[src/hdl/multidrop_slave_frame_receiver_assert.svh]
// Assertion macros used by the frame receiver core.
`ifndef MULTIDROP_SLAVE_FRAME_RECEIVER_ASSERT_SVH
`define MULTIDROP_SLAVE_FRAME_RECEIVER_ASSERT_SVH

// Same-cycle check, disabled while reset is asserted.
`define MSFR_ASSERT(label, prop, msg) \
    label: assert property (@(posedge clk) disable iff (!rst_n) (prop)) \
        else $error(msg);

// Next-cycle check: when ante holds, cons holds in the next cycle.
`define MSFR_ASSERT_NEXT(label, ante, cons, msg) \
    label: assert property (@(posedge clk) disable iff (!rst_n) (ante) |=> (cons)) \
        else $error(msg);

`endif

[src/hdl/msfr_pkg.sv]
// Types and constants for the multidrop slave frame receiver.
package msfr_pkg;

    localparam int CFG_IDX_W = 3;

    // Configuration register indexes
    localparam logic [CFG_IDX_W-1:0] CFG_STATION_ADDRESS = 3'd0;
    localparam logic [CFG_IDX_W-1:0] CFG_COMMAND_CODE    = 3'd1;
    localparam logic [CFG_IDX_W-1:0] CFG_PAYLOAD_LENGTH  = 3'd2;
    localparam logic [CFG_IDX_W-1:0] CFG_ACK_CODE        = 3'd3;
    localparam logic [CFG_IDX_W-1:0] CFG_NAK_CODE        = 3'd4;

    // Register reset values
    localparam logic [7:0] RST_STATION_ADDRESS = 8'h03;
    localparam logic [7:0] RST_COMMAND_CODE    = 8'h01;
    localparam logic [4:0] RST_PAYLOAD_LENGTH  = 5'd10;
    localparam logic [7:0] RST_ACK_CODE        = 8'hCC;
    localparam logic [7:0] RST_NAK_CODE        = 8'hDD;

    typedef enum logic [1:0] {
        PH_IDLE = 2'd0,
        PH_CMD  = 2'd1,
        PH_DATA = 2'd2,
        PH_SUM  = 2'd3
    } phase_t;

    typedef struct packed {
        logic [7:0] station_address;
        logic [7:0] command_code;
        logic [4:0] payload_length;
        logic [7:0] ack_code;
        logic [7:0] nak_code;
    } cfg_t;

    // Received word held in the input register
    typedef struct packed {
        logic       valid;
        logic [7:0] data;
        logic       ninth;
    } rx_item_t;

endpackage

[src/hdl/msfr_cfg_regs.sv]
// Configuration register file of the frame receiver.
module msfr_cfg_regs (
    input  logic                          clk,
    input  logic                          rst_n,
    input  logic                          cfg_valid,
    output logic                          cfg_ready,
    input  logic [msfr_pkg::CFG_IDX_W-1:0] cfg_index,
    input  logic [7:0]                    cfg_data,
    output msfr_pkg::cfg_t                cfg
);

    msfr_pkg::cfg_t cfg_reg;
    msfr_pkg::cfg_t cfg_next;

    assign cfg_ready = 1'b1;
    assign cfg       = cfg_reg;

    // Register write decode; unknown indexes are dropped
    always_comb
    begin
        cfg_next = cfg_reg;
        if (cfg_valid)
        begin
            unique case (cfg_index)
                msfr_pkg::CFG_STATION_ADDRESS: cfg_next.station_address = cfg_data;
                msfr_pkg::CFG_COMMAND_CODE:    cfg_next.command_code    = cfg_data;
                msfr_pkg::CFG_PAYLOAD_LENGTH:  cfg_next.payload_length  = cfg_data[4:0];
                msfr_pkg::CFG_ACK_CODE:        cfg_next.ack_code        = cfg_data;
                msfr_pkg::CFG_NAK_CODE:        cfg_next.nak_code        = cfg_data;
                default:                       cfg_next = cfg_reg;
            endcase
        end
    end

    always_ff @(posedge clk or negedge rst_n)
    begin
        if (!rst_n)
        begin
            cfg_reg.station_address <= msfr_pkg::RST_STATION_ADDRESS;
            cfg_reg.command_code    <= msfr_pkg::RST_COMMAND_CODE;
            cfg_reg.payload_length  <= msfr_pkg::RST_PAYLOAD_LENGTH;
            cfg_reg.ack_code        <= msfr_pkg::RST_ACK_CODE;
            cfg_reg.nak_code        <= msfr_pkg::RST_NAK_CODE;
        end
        else
        begin
            cfg_reg <= cfg_next;
        end
    end

endmodule

[src/hdl/msfr_in_stage.sv]
// Input register stage for received words.
module msfr_in_stage (
    input  logic               clk,
    input  logic               rst_n,
    input  logic               rx_valid,
    output logic               rx_stall,
    input  logic [7:0]         rx_byte,
    input  logic               rx_ninth_bit,
    input  logic               take,
    output msfr_pkg::rx_item_t item
);

    logic       valid_reg;
    logic       valid_next;
    logic [7:0] data_reg;
    logic       ninth_reg;
    logic       accept;

    // Hold off the sender only while the held word cannot move on
    assign rx_stall = valid_reg && !take;
    assign accept   = rx_valid && !rx_stall;

    always_comb
    begin
        valid_next = valid_reg;
        if (accept)
            valid_next = 1'b1;
        else if (take)
            valid_next = 1'b0;
    end

    always_ff @(posedge clk or negedge rst_n)
    begin
        if (!rst_n)
            valid_reg <= 1'b0;
        else
            valid_reg <= valid_next;
    end

    // Payload needs no reset
    always_ff @(posedge clk)
    begin
        if (accept)
        begin
            data_reg  <= rx_byte;
            ninth_reg <= rx_ninth_bit;
        end
    end

    assign item.valid = valid_reg;
    assign item.data  = data_reg;
    assign item.ninth = ninth_reg;

endmodule

[src/hdl/msfr_core.sv]
// Frame state, checksum accumulation and reply register.
`include "multidrop_slave_frame_receiver_assert.svh"

module msfr_core #(
    parameter int MAX_PAYLOAD = 16
) (
    input  logic               clk,
    input  logic               rst_n,
    input  msfr_pkg::rx_item_t item,
    input  msfr_pkg::cfg_t     cfg,
    output logic               take,
    output logic               reply_valid,
    input  logic               reply_stall,
    output logic [7:0]         reply_byte,
    output logic               reply_ninth_bit,
    output logic               frame_done,
    output logic               checksum_ok
);

    // Counter never exceeds min(31, MAX_PAYLOAD)
    localparam int CNT_W = (MAX_PAYLOAD >= 31) ? 5 : $clog2(MAX_PAYLOAD + 1);

    msfr_pkg::phase_t phase_reg;
    msfr_pkg::phase_t phase_next;
    logic [CNT_W-1:0] cnt_reg;
    logic [CNT_W-1:0] cnt_next;
    logic [CNT_W-1:0] cnt_inc;
    logic [CNT_W-1:0] eff_len;
    logic [7:0]       sum_reg;
    logic [7:0]       sum_next;

    logic             out_valid_reg;
    logic             out_valid_next;
    logic [7:0]       out_byte_reg;
    logic             out_ninth_reg;
    logic             out_done_reg;
    logic             out_ok_reg;

    logic             emit;
    logic [7:0]       emit_byte;
    logic             emit_ninth;
    logic             emit_done;
    logic             emit_ok;

    // Word moves on when the reply slot is free or being emptied
    assign take = item.valid && (!out_valid_reg || !reply_stall);

    // Effective payload length: zero counts as one, clamp to MAX_PAYLOAD
    always_comb
    begin
        priority if (cfg.payload_length == 5'd0)
            eff_len = CNT_W'(1);
        else if ({3'b000, cfg.payload_length} > 8'(MAX_PAYLOAD))
            eff_len = CNT_W'(MAX_PAYLOAD);
        else
            eff_len = CNT_W'(cfg.payload_length);
    end

    assign cnt_inc = cnt_reg + CNT_W'(1);

    // Next state and reply for the held word
    always_comb
    begin
        phase_next = phase_reg;
        cnt_next   = cnt_reg;
        sum_next   = sum_reg;
        emit       = 1'b0;
        emit_byte  = item.data;
        emit_ninth = 1'b0;
        emit_done  = 1'b0;
        emit_ok    = 1'b0;
        unique case (phase_reg)
            msfr_pkg::PH_IDLE:
            begin
                if (item.ninth && item.data == cfg.station_address)
                begin
                    phase_next = msfr_pkg::PH_CMD;
                    cnt_next   = '0;
                    sum_next   = '0;
                    emit       = 1'b1;
                    emit_ninth = 1'b1;
                end
            end
            msfr_pkg::PH_CMD:
            begin
                if (item.data == cfg.command_code)
                begin
                    phase_next = msfr_pkg::PH_DATA;
                    cnt_next   = '0;
                    sum_next   = '0;
                    emit       = 1'b1;
                end
                else
                begin
                    phase_next = msfr_pkg::PH_IDLE;
                end
            end
            msfr_pkg::PH_DATA:
            begin
                sum_next = sum_reg + item.data;
                cnt_next = cnt_inc;
                if (cnt_inc >= eff_len)
                    phase_next = msfr_pkg::PH_SUM;
            end
            msfr_pkg::PH_SUM:
            begin
                phase_next = msfr_pkg::PH_IDLE;
                cnt_next   = '0;
                sum_next   = '0;
                emit       = 1'b1;
                emit_done  = 1'b1;
                emit_ok    = (item.data == sum_reg);
                emit_byte  = (item.data == sum_reg) ? cfg.ack_code : cfg.nak_code;
            end
        endcase
    end

    // Frame state registers
    always_ff @(posedge clk or negedge rst_n)
    begin
        if (!rst_n)
        begin
            phase_reg <= msfr_pkg::PH_IDLE;
            cnt_reg   <= '0;
            sum_reg   <= '0;
        end
        else if (take)
        begin
            phase_reg <= phase_next;
            cnt_reg   <= cnt_next;
            sum_reg   <= sum_next;
        end
    end

    // Reply register valid
    always_comb
    begin
        out_valid_next = out_valid_reg;
        if (take && emit)
            out_valid_next = 1'b1;
        else if (out_valid_reg && !reply_stall)
            out_valid_next = 1'b0;
    end

    always_ff @(posedge clk or negedge rst_n)
    begin
        if (!rst_n)
            out_valid_reg <= 1'b0;
        else
            out_valid_reg <= out_valid_next;
    end

    always_ff @(posedge clk)
    begin
        if (take && emit)
        begin
            out_byte_reg  <= emit_byte;
            out_ninth_reg <= emit_ninth;
            out_done_reg  <= emit_done;
            out_ok_reg    <= emit_ok;
        end
    end

    assign reply_valid     = out_valid_reg;
    assign reply_byte      = out_byte_reg;
    assign reply_ninth_bit = out_ninth_reg;
    assign frame_done      = out_done_reg;
    assign checksum_ok     = out_ok_reg;

    // Checks
    `MSFR_ASSERT(a_idle_clear, phase_reg != msfr_pkg::PH_IDLE || (cnt_reg == '0 && sum_reg == '0), "idle with stale count or sum")
    `MSFR_ASSERT(a_sum_counted, phase_reg != msfr_pkg::PH_SUM || cnt_reg != '0, "checksum phase without payload")
    `MSFR_ASSERT(a_no_overwrite, !(out_valid_reg && reply_stall && take), "reply overwritten while stalled")
    `MSFR_ASSERT_NEXT(a_echo_fields, take && emit && emit_ninth, reply_valid && !frame_done && !checksum_ok, "address echo fields wrong")

endmodule

[src/hdl/multidrop_slave_frame_receiver.sv]
// Top level of the nine-bit multidrop slave frame receiver.
//
// Channels: rx_valid/rx_stall carries one received word (rx_byte plus
// rx_ninth_bit) per handshake; reply_valid/reply_stall carries zero or one
// reply word per received word. cfg_valid/cfg_ready with cfg_index and
// cfg_data writes the five setup registers; cfg_ready is always high and
// writes belong to idle periods only.
// Path: input register, then frame logic into the reply register; a word
// waits in the input register while a stalled reply blocks its take.
// Throughput: one word per cycle while no stalled reply blocks the take,
// set by the single state update and 8-bit add between the input register
// and the reply register.
// Reset: registers return to their defaults, the frame state goes idle and
// both stages empty.
// Receiver stall: the reply register holds its word and the frame logic
// takes nothing more, whether or not the next word gives a reply; the input
// register holds at most one more word, then rx_stall rises until the reply
// is taken.
module multidrop_slave_frame_receiver #(
    parameter int MAX_PAYLOAD = 16
) (
    input  logic                          clk,
    input  logic                          rst_n,
    input  logic                          rx_valid,
    output logic                          rx_stall,
    input  logic [7:0]                    rx_byte,
    input  logic                          rx_ninth_bit,
    output logic                          reply_valid,
    input  logic                          reply_stall,
    output logic [7:0]                    reply_byte,
    output logic                          reply_ninth_bit,
    output logic                          frame_done,
    output logic                          checksum_ok,
    input  logic                          cfg_valid,
    output logic                          cfg_ready,
    input  logic [msfr_pkg::CFG_IDX_W-1:0] cfg_index,
    input  logic [7:0]                    cfg_data
);

    msfr_pkg::cfg_t     cfg;
    msfr_pkg::rx_item_t item;
    logic               take;

    msfr_cfg_regs u_cfg (
        .clk       (clk),
        .rst_n     (rst_n),
        .cfg_valid (cfg_valid),
        .cfg_ready (cfg_ready),
        .cfg_index (cfg_index),
        .cfg_data  (cfg_data),
        .cfg       (cfg)
    );

    msfr_in_stage u_in (
        .clk          (clk),
        .rst_n        (rst_n),
        .rx_valid     (rx_valid),
        .rx_stall     (rx_stall),
        .rx_byte      (rx_byte),
        .rx_ninth_bit (rx_ninth_bit),
        .take         (take),
        .item         (item)
    );

    msfr_core #(
        .MAX_PAYLOAD (MAX_PAYLOAD)
    ) u_core (
        .clk             (clk),
        .rst_n           (rst_n),
        .item            (item),
        .cfg             (cfg),
        .take            (take),
        .reply_valid     (reply_valid),
        .reply_stall     (reply_stall),
        .reply_byte      (reply_byte),
        .reply_ninth_bit (reply_ninth_bit),
        .frame_done      (frame_done),
        .checksum_ok     (checksum_ok)
    );

endmodule
[config.mk]
export PLATFORM = sky130hd
export DESIGN_NAME = multidrop_slave_frame_receiver
export DESIGN_NICKNAME = d
export VERILOG_FILES = /design/src/hdl/msfr_pkg.sv /design/src/hdl/msfr_cfg_regs.sv /design/src/hdl/msfr_in_stage.sv /design/src/hdl/msfr_core.sv /design/src/hdl/multidrop_slave_frame_receiver.sv
export VERILOG_INCLUDE_DIRS = /design/src /design/src/hdl
export SDC_FILE = /design/constraint.sdc
export NUM_CORES = 1
export LEC_CHECK = 0
export ABC_CLOCK_PERIOD_IN_PS = 2000
export BUFFER_PORTS_ARGS = -buffer_cell sky130_fd_sc_hd__clkbuf_2
export CAP_MARGIN = 20
export CORE_UTILIZATION = 30
export DETAILED_ROUTE_END_ITERATION = 10
export GPL_TIMING_DRIVEN = 0
export SKIP_LAST_GASP = 1
export SYNTH_ARGS = -nofsm -noshare
export SYNTH_HDL_FRONTEND = slang
export SYNTH_SLANG_ARGS = --single-unit
[constraint.sdc]
create_clock -name clk -period 2 [get_ports clk]
set_input_delay 0.3 -clock clk [delete_from_list [all_inputs] [get_ports clk]]
set_output_delay 0.3 -clock clk [all_outputs]
set_load 0.01 [all_outputs]
==> results of run 1 <==
-- final cells by class --
class / count / area (sq um) / share of cell area
sequential: 74 / 1970 / 0.437
multi-input combinational: 199 / 1690 / 0.375
timing repair buffer: 47 / 290 / 0.0643
clock buffer: 11 / 254 / 0.0563
tap: 147 / 184 / 0.0407
buffer: 9 / 57.6 / 0.0127
clock inverter: 5 / 35.0 / 0.00776
inverter: 8 / 30.0 / 0.00665
-- kinds of logic after synthesis --
| family | count (synthesis) | synth area share |
|---|---|---|
| XOR/XNOR | 24 | 0.0592 |
| flip-flops | 74 | 0.536 |
| adder cells (fa/ha/maj) | 14 | 0.0497 |
| buffers and inverters | 18 | 0.0242 |
| AO/OA/AOI/OAI | 48 | 0.0998 |
| AND/OR/NAND/NOR | 66 | 0.0919 |
| other | 1 | 0.00102 |
| multiplexers | 46 | 0.138 |
-- Yosys cell counts, types with 2 or more instances --
| master | number |
|---|---|
| dfrtp_1 | 39 |
| mux2_2 | 37 |
| edfxtp_1 | 20 |
| xnor2_1 | 20 |
| nand2_1 | 19 |
| nor2_1 | 16 |
| dfstp_2 | 15 |
| a21oi_1 | 13 |
| ha_1 | 13 |
| a22o_1 | 9 |
| mux2i_1 | 9 |
| inv_1 | 7 |
| nand3_1 | 6 |
| o21ai_0 | 6 |
| a21o_1 | 4 |
| clkbuf_1 | 4 |
| nand2b_1 | 4 |
| nor3_1 | 4 |
| a211oi_1 | 3 |
| nor4_1 | 3 |
| xor2_1 | 3 |
| buf_2 | 2 |
| buf_6 | 2 |
| nand4_1 | 2 |
| nor2b_1 | 2 |
| nor3_2 | 2 |
-- power by group through the flow --
stage	clock network, mW	registers [mW]	logic [mW]
3_3_place_gp	0	1.94	0.500
4_1_cts	1.60	1.91	0.558
2_1_floorplan	0	1.91	0.397
5_1_grt	1.67	1.93	0.647
3_5_place_dp	0	1.95	0.523
6_report	1.56	1.91	0.582
-- cells in the final DEF (no fill, tap or decap), types with 2 or more instances in the layout --
| master | n |
|---|---|
| a211oi_2 | 2 |
| nand4_1 | 2 |
| mux2i_1 | 8 |
| buf_6 | 2 |
| nor3_2 | 3 |
| ha_2 | 3 |
| buf_4 | 12 |
| xnor2_1 | 20 |
| clkbuf_16 | 10 |
| nor2b_1 | 2 |
| clkinvlp_4 | 2 |
| buf_12 | 2 |
| ha_1 | 8 |
| dfrtp_1 | 39 |
| a22o_1 | 9 |
| nand2b_1 | 4 |
| nor4_2 | 2 |
| clkbuf_2 | 35 |
| edfxtp_1 | 20 |
| o21ai_0 | 6 |
| ha_4 | 2 |
| xor2_1 | 3 |
| nor2_2 | 2 |
| a21o_1 | 4 |
| nor3_1 | 3 |
| nor2_1 | 15 |
| clkbuf_1 | 5 |
| dfstp_2 | 15 |
| nand3_1 | 5 |
| mux2_2 | 37 |
| nand2_1 | 19 |
| a21oi_1 | 12 |
| inv_1 | 7 |
-- timing repair --
item / CTS / global route
gates resized for setup: 3 / 13
cloned: 0 / 0
endpoints found under the setup margin: 11 / 25
setup buffers: 6 / 5
pin swaps: 0 / 9
-- worst max-delay path: cells and delay by family (launching register included) --
kind                   cells  cell delay [ns]
buffers and inverters      3             0.49
flip-flops                 1             0.42
AND/OR/NAND/NOR            2             0.28
XOR/XNOR                   1             0.18
AO/OA/AOI/OAI              1             0.26
-- final timing paths --
path	startpoint	end	slack, ns	cells after the start
min in group clk	rx_ninth_bit	u_in.ninth_reg	0.13	1
hold reg to reg	u_cfg.cfg[1]	u_cfg.cfg[1]	0.51	1
setup / recovery	u_in.data_reg[4]	u_core.reply_byte[4]	0.09	7
hold / removal	rst_n	u_cfg.cfg[34]	0.01	1
max in group asynchronous	rst_n	u_cfg.cfg[4]	1.31	2
setup reg to reg	u_in.data_reg[4]	u_core.reply_byte[4]	0.09	7
-- per-stage QoR --
| stage | std cells | TNS [ns] | hold WS [ns] | cell area, sq um |
|---|---|---|---|---|
| global route | 500 | -0.346 | 0.0720 | 4510 |
| global placement | 473 | -1.47 | 0.476 | 4030 |
| finish | 500 | 0 | 0.0115 | 4510 |
| CTS | 496 | -0.0354 | 0.0382 | 4410 |
| floorplan | 291 | 0 | 0.00441 | 3670 |
| detailed placement | 474 | -1.23 | 0.401 | 4050 |
-- routing by layer --
| layer | wire (microns) | vias up |
|---|---|---|
| li1 | - | 1166 |
| met1 | 3630 | 1199 |
| met2 | 3550 | 36 |
| met3 | 249 | 15 |
| met4 | 163 | 0 |
| met5 | 0 | - |
==> results.sh, run 1 <==
export IMPL_path_class="reg -> reg"
export IMPL_irDropWorstVdd_uv=384
export IMPL_worst_skew_pair_late_latency_ns=0.34
export IMPL_synth_area_top_cells="dfrtp_1, edfxtp_1, mux2_2"
export IMPL_synthToLayoutAreaGrowth_pct=22.8
export IMPL_die_w_microns=113
export IMPL_finalPower_mw=4.05
export IMPL_synth_seq_cells=74
export IMPL_power_density_nw_per_um2=897
export IMPL_start_kind="register"
export IMPL_postCtsHoldBufs=0
export IMPL_grt_max_degree=29
export IMPL_fp_dieH_microns=113
export IMPL_crit_required_ns=2.06
export IMPL_final_period_utilization=0.954
export IMPL_ys_flop_type="dfrtp_1"
export IMPL_tightest_slew_ns=0.815
export IMPL_synth_area_per_cell_sq_um=12.6
export IMPL_ys_async_sr_fraction=0.730
export IMPL_clock_skew_ns=0.00747
export IMPL_io_pin_count=39
export IMPL_switchingPower_mw=1.02
export IMPL_grt_pass1_vias=2383
export IMPL_synth_top_cell_area_share=0.266
export IMPL_via_per_inst=4.83
export IMPL_drt_first_pass_iters=4
export IMPL_p_int_mw=3.03
export IMPL_arrival_ns=1.97
export IMPL_fmax_ghz=0.524
export IMPL_cp_end_kind="register"
export IMPL_num_nets_final=387
export IMPL_clockBufferDepth=2
export IMPL_largest_register_ffs=37
export IMPL_drive_gt1_frac=0.414
export IMPL_worstPathMaxFanout=12
export IMPL_core_area_sq_um=12000
export IMPL_synth_edf_count=20
export IMPL_slew_headroom=0.454
export IMPL_use_met2=0.203
export IMPL_tritoncts="yes"
export IMPL_min_path_type="in -> async"
export IMPL_grtUsageMet3=0.0270
export IMPL_detail_route_wl_per_cell_microns=15.2
export IMPL_grt_pass1_wl_mm=12.6
export IMPL_ys_warn_count=0
export IMPL_synth_area_leader_cell="dfrtp_1"
export IMPL_syn_inst=291
export IMPL_synth_nets=330
export IMPL_leakage_nw=1.93
export IMPL_clock_sinks=74
export IMPL_grt_usage=0.132
export IMPL_port_buffers=35
export IMPL_synth_cell_types=53
export IMPL_antenna_left=0
export IMPL_globalRouteOverflowTotal=0
export IMPL_dp_hpwl_mm=5.58
export IMPL_utilization=0.377
export IMPL_numCtsBuffers=9
export IMPL_final_hold_viol_count=0
export IMPL_cts_root_buf="clkbuf_16"
export IMPL_route_detailed_drc=0
export IMPL_fillers=1143
export IMPL_finalSetupViolCount=0
export IMPL_place_congestion=0.794
export IMPL_rows=40
export IMPL_dieArea_sq_um=12700
export IMPL_setup_ws_ns=0.0917
export IMPL_fin_crit_ns=1.91
export IMPL_clkPwrFrac=0.386
export IMPL_start_util=0.307
export IMPL_pwr_share_seq=0.471
export IMPL_final_max_slew_viol_count=0
export IMPL_h_tree_depth=3
export IMPL_netSwitchingFraction=0.252
export IMPL_netlist_area_sq_um=3670
export IMPL_busiest_layer="met2"
export IMPL_crit_slowest_cell="edfxtp_1"
export IMPL_cpMostUsedCell="buf_4"
export IMPL_pwr_share_comb=0.144
export IMPL_wirelength_mm=7.59
export IMPL_max_stage_delay_ns=0.42
export IMPL_drv_cap=0
export IMPL_antenna_cells=0
export IMPL_ys_seq_area_frac=0.536
export IMPL_globalRouteMet1Util=0.176
export IMPL_place_ws_ns=-0.185
export IMPL_path_cells="buf_4, xnor2_1, nand4_2, buf_4, nor4_2, o221a_2, buf_12"
export IMPL_path_clk_slew_ns=0.06
export IMPL_status="finished clean"
export IMPL_grt_antenna_before_repair=0
export IMPL_vias=2416
export IMPL_initialDrtViolationCount=107
Note: power is estimated with default switching activity, not from simulation.
==> inputs of run 2 (changes only) <==
ABC_CLOCK_PERIOD_IN_PS = 1600   (was 2000)
clock period = 1.6 ns   (was 2 ns; I/O delays follow)
==> run 2 against run 1 <==
  * Total power increased by 31%
  * Core utilization increased by 2.8 points
  * Worst hold slack better by 0.081 ns
  * Clock power rose by 31%
  * Maximum frequency grew 0.33%
  * Sequential power grew 27%
  * Highest routed layer unchanged
  * Cell area rose by 7.5%
  * Cell count is 2.6% higher
  * Critical endpoint is now u_core.sum_reg[5]
  * Critical path type unchanged
  * The run now ends with negative setup slack left
  * Count of clock-buffer cells in the layout did not move
==> results.sh, run 2 (synthesis gave the netlist of run 1 again) <==
export IMPL_grt_usage=0.139
export IMPL_drive_gt1_frac=0.475
export IMPL_num_nets_final=400
export IMPL_fmax_ghz=0.526
export IMPL_drv_cap=0
export IMPL_die_w_microns=113
export IMPL_antenna_cells=0
export IMPL_worstPathMaxFanout=5
export IMPL_h_tree_depth=3
export IMPL_worst_skew_pair_late_latency_ns=0.33
export IMPL_holdWs_ns=0.0928
export IMPL_slew_headroom=0.513
export IMPL_grt_pass1_vias=2543
export IMPL_route_detailed_drc=0
export IMPL_fin_tns_setup_ns=-9.22
export IMPL_core_area_sq_um=12000
export IMPL_detail_route_wl_per_cell_microns=16.1
export IMPL_initialDrtViolationCount=68
export IMPL_cts_root_buf="clkbuf_16"
export IMPL_cpMostUsedCell="buf_6"
export IMPL_grt_antenna_before_repair=0
export IMPL_rsz0062_at_grt="yes"
export IMPL_cp_end_kind="register"
export IMPL_wirelength_mm=8.26
export IMPL_place_congestion=0.770
export IMPL_max_stage_delay_ns=0.53
export IMPL_path_class="reg -> reg"
export IMPL_tightest_slew_ns=0.726
export IMPL_fp_dieH_microns=113
export IMPL_finalSetupViolCount=35
export IMPL_leakage_nw=2.04
export IMPL_crit_slowest_cell="edfxtp_1"
export IMPL_synthToLayoutAreaGrowth_pct=32.0
export IMPL_drt_first_pass_iters=4
export IMPL_grt_pass1_wl_mm=13.3
export IMPL_largest_register_ffs=37
export IMPL_vias=2459
export IMPL_arrival_ns=2.11
export IMPL_clockBufferDepth=2
export IMPL_port_buffers=35
export IMPL_fin_crit_ns=1.90
export IMPL_numCtsBuffers=9
export IMPL_place_ws_ns=-0.599
export IMPL_dieArea_sq_um=12700
export IMPL_start_util=0.307
export IMPL_final_period_utilization=1.19
export IMPL_tritoncts="yes"
export IMPL_crit_required_ns=1.81
export IMPL_final_common_cell="dfrtp_1"
export IMPL_final_cell_mix="dfrtp_1, mux2_2, clkbuf_2"
export IMPL_clock_skew_ns=0.00429
export IMPL_via_per_inst=4.79
export IMPL_final_max_slew_viol_count=0
export IMPL_path_clk_slew_ns=0.06
export IMPL_rows=40
export IMPL_status="finished, violations left"
export IMPL_grt_max_degree=39
export IMPL_globalRouteOverflowTotal=0
export IMPL_power_density_nw_per_um2=1090
export IMPL_min_path_type="in -> reg"
export IMPL_antenna_left=0
export IMPL_setup_ws_ns=-0.302
export IMPL_violations="negative setup slack"
export IMPL_clock_sinks=74
export IMPL_path_cells="buf_6, xnor2_2, nand4_1, nor2_4, o221ai_4, buf_6, a22o_1"
export IMPL_io_pin_count=39
export IMPL_fillers=1120
export IMPL_irDropWorstVdd_uv=617
export IMPL_start_kind="register"
export IMPL_final_hold_viol_count=0
export IMPL_dp_hpwl_mm=5.76
## run 2: changes by cell type in the layout (fill, tap and decap cells not counted), moves of 2 or more
cell,delta
xnor2_1,-5
buf_2,+2
xnor2_2,+5
mux2i_1,-4
ha_1,-3
nor3_4,+2
buf_6,+5
buf_4,+3
ha_4,+4
mux2i_4,+4
## run 2: area by class of cell
class	instances	area [sq um]	share of cell area
clock inverters	5	61.3	0.0126
inverters	8	30.0	0.00619
well taps	147	184	0.0379
flip-flops and latches	74	1970	0.406
multi-input cells	199	1890	0.390
plain buffers	10	75.1	0.0155
repair buffers	59	397	0.0818
clock buffers	11	243	0.0500
## run 2: path summary, 6_finish.rpt
kind / startpoint / to / slack, ns / depth (start not counted)
min in group asynchronous: rst_n / u_core.sum_reg[4] / 0.42 / 2
max in group asynchronous: rst_n / u_cfg.cfg[30] / 0.55 / 3
max: u_in.data_reg[6] / u_core.sum_reg[5] / -0.30 / 7
max reg2reg: u_in.data_reg[6] / u_core.sum_reg[5] / -0.30 / 7
min reg2reg: u_cfg.cfg[5] / u_cfg.cfg[5] / 0.51 / 1
min: rx_byte[4] / u_in.data_reg[4] / 0.09 / 1
## run 2: power breakdown
part	switching, mW	total [mW]	internal (mW)
clock network	0.779	2.04	1.26
logic	0.368	0.846	0.478
registers	0.184	2.42	2.24
total	1.33	5.31	3.98
## run 2: critical path, delay by kind of cell (launching register included)
kind	cells	cell delay, ns
AO/OA/AOI/OAI	2	0.38
XOR/XNOR	1	0.11
AND/OR/NAND/NOR	2	0.40
flip-flops	1	0.53
buffers and inverters	2	0.37
## run 2: repair_timing
action                                 in CTS  in global routing
endpoints found under the hold margin      16                  0
setup endpoints to repair                  36                 37
gates resized for setup                    20                 25
buffers inserted                           18                  2
cloned                                      1                  1
pin swaps                                  10                 13
hold buffers                                1                  0
## run 2: layer usage
metal	part of all wire	routed length, microns	global-route usage	up-vias
met5	0	0	0	-
met4	0.015	127	0.0551	0
met3	0.028	228	0.0270	9
met2	0.52	4280	0.237	33
met1	0.44	3630	0.174	1229
li1	-	-	-	1188
## run 2: through the flow
stage                     power (mW)  utilization  cells  area, sq um
after floorplan                 2.89            -    291         3720
after global placement          3.08        0.341    473         4080
after detailed placement        3.11        0.343    474         4100
after CTS                       5.26        0.392    510         4680
after global routing            5.55        0.406    513         4850
final                           5.31        0.406    513         4850
==> inputs of run 3 (changes only) <==
ABC_CLOCK_PERIOD_IN_PS = 1650   (was 1600)
clock period = 1.65 ns   (was 1.6 ns; I/O delays follow)
==> run 3 against run 2 <==
  * The run ends with negative hold slack, negative setup slack left
  * Largest power group unchanged
  * Core utilization is 0.073 points lower
  * Count of clock-buffer cells in the layout unchanged
  * Setup slack improved by 0.075 ns
  * Maximum frequency increased by 1.3%
  * Via count is 0.33% higher
  * First-iteration DRC count down 4.4%
  * Highest routed layer unchanged
  * Clock power about the same
  * Worst hold slack worse by 0.11 ns
==> results.sh, run 3 (synthesis gave the netlist of run 1 again) <==
export IMPL_status="finished, violations left"
export IMPL_violations="negative hold slack, negative setup slack"
export IMPL_dieArea_sq_um=12700
export IMPL_slew_headroom=0.465
export IMPL_setup_ws_ns=-0.227
export IMPL_min_path_type="in -> async"
export IMPL_fp_dieH_microns=113
export IMPL_finalSetupViolCount=35
export IMPL_tritoncts="yes"
export IMPL_rsz0062_at_grt="yes"
export IMPL_drive_gt1_frac=0.471
export IMPL_clock_sinks=74
export IMPL_grt_usage=0.140
export IMPL_irDropWorstVdd_uv=450
export IMPL_fmax_ghz=0.533
export IMPL_globalRouteOverflowTotal=0
export IMPL_final_cell_mix="dfrtp_1, mux2_2, clkbuf_2"
export IMPL_reg2reg_from="u_in.data_reg[6]"
export IMPL_final_common_cell="dfrtp_1"
export IMPL_utilization=0.405
export IMPL_final_max_slew_viol_count=0
export IMPL_die_w_microns=113
export IMPL_core_area_sq_um=12000
export IMPL_final_period_utilization=1.14
export IMPL_worstPathMaxFanout=5
export IMPL_dp_cells=474
export IMPL_largest_register_ffs=37
export IMPL_clockBufferDepth=2
export IMPL_via_per_inst=4.84
export IMPL_final_area_sq_um=4840
export IMPL_initialDrtViolationCount=65
export IMPL_antenna_left=0
export IMPL_dp_hpwl_mm=5.50
export IMPL_rr_worst_depth=6
export IMPL_num_nets_final=397
export IMPL_grt_pass1_vias=2538
export IMPL_worstSetupStartpoint="u_in.data_reg[6]"
export IMPL_clock_skew_ns=0.00649
export IMPL_rrSetupSlack_ns=-0.23
export IMPL_numCtsBuffers=9
export IMPL_path_clk_slew_ns=0.06
export IMPL_io_pin_count=39
export IMPL_port_buffers=35
export IMPL_cts_root_buf="clkbuf_16"
export IMPL_grt_pass1_wl_mm=13.2
export IMPL_tightest_slew_ns=0.798
export IMPL_vias=2467
export IMPL_holdWs_ns=-0.0207
export IMPL_grt_max_degree=30
export IMPL_h_tree_depth=3
export IMPL_drv_cap=0
export IMPL_antenna_cells=0
export IMPL_drt_first_pass_iters=4
export IMPL_route_detailed_drc=0
export IMPL_dpl_cell_area_sq_um=4100
export IMPL_crit_required_ns=1.73
export IMPL_synthToLayoutAreaGrowth_pct=31.8
export IMPL_wirelength_mm=8.32
export IMPL_critical_path_endpoint="u_core.reply_byte[1]"
export IMPL_arrival_ns=1.95
export IMPL_rr_endpoint="u_core.reply_byte[1]"
export IMPL_start_kind="register"
export IMPL_path_class="reg -> reg"
export IMPL_cp_end_kind="register"
export IMPL_leakage_nw=2.07
export IMPL_final_hold_viol_count=17
export IMPL_grt_antenna_before_repair=0
export IMPL_detail_route_wl_per_cell_microns=16.3
export IMPL_place_congestion=0.792
export IMPL_start_util=0.307
export IMPL_postCtsHoldBufs=0
export IMPL_final_cells=510
export IMPL_fin_crit_ns=1.88
export IMPL_power_density_nw_per_um2=1070
export IMPL_worst_skew_pair_late_latency_ns=0.33
export IMPL_rows=40
-- run 3: cell count changes in the layout (fill, tap and decap cells not counted), moves of 2 or more --
cell | before | now
buf_12 | 3 | 1
mux2i_1 | 4 | 8
xnor2_2 | 6 | 8
mux2i_4 | 4 | 1
xnor2_1 | 15 | 12
-- run 3: worst min-delay path by stage --
stage,from,end,slack (ns),cells past startpoint
5_1_grt,rst_n,u_cfg.cfg[8],0.04,1
2_1_floorplan,rst_n,async pin,-0.05,0
3_5_place_dp,rst_n,u_cfg.cfg[9],0.37,1
6_report,rst_n,u_cfg.cfg[8],-0.02,1
4_1_cts,rst_n,u_cfg.cfg[8],0.003,1
3_3_place_gp,rx_byte[1],u_in.data_reg[1],0.43,1
-- run 3: power by group --
part / switching, mW / internal [mW]
combinational: 0.359 / 0.462
clock: 0.770 / 1.27
sequential: 0.169 / 2.17
total: 1.30 / 3.90
-- run 3: repair_timing --
item | in CTS | in global routing
setup buffers | 13 | 6
pin swaps | 18 | 11
gates cloned | 3 | 0
resized for setup | 32 | 17
endpoints found under the setup margin | 36 | 36
-- run 3: critical path, cell delays in order (launching register included) --
cell,delay [ns]
edfxtp_1,0.45
ha_1,0.39
nor3_2,0.22
nand3_2,0.12
buf_6,0.17
mux2i_1,0.17
a21oi_1,0.09
-- run 3: per-stage QoR --
stage / setup TNS (ns) / worst slack [ns] / total power, mW
after global routing: -9.97 / -0.308 / 5.44
after detailed placement: -12.44 / -0.548 / 3.00
after CTS: -7.86 / -0.260 / 5.16
final: -6.80 / -0.227 / 5.20
after global placement: -10.97 / -0.533 / 2.97
after floorplan: -2.01 / -0.175 / 2.81
-- run 3: cell type report --
class                      count  area (sq um)
buffer                        10          66.3
clock inverter                 5          56.3
multi-input combinational    200          1920
fill                        1108          7120
clock buffer                  11           254
sequential                    74          1970
inverter                       8          30.0
timing repair buffer          55           357
tap                          147           184
-- run 3: metal layers --
| metal | track usage | vias to the layer above | routed length (microns) | part of all wire |
|---|---|---|---|---|
| li1 | - | 1194 | - | - |
| met1 | 0.189 | 1210 | 3970 | 0.48 |
| met2 | 0.216 | 51 | 3910 | 0.47 |
| met3 | 0.0275 | 12 | 273 | 0.033 |
| met4 | 0.0676 | 0 | 170 | 0.020 |
| met5 | 0 | - | 0 | 0 |
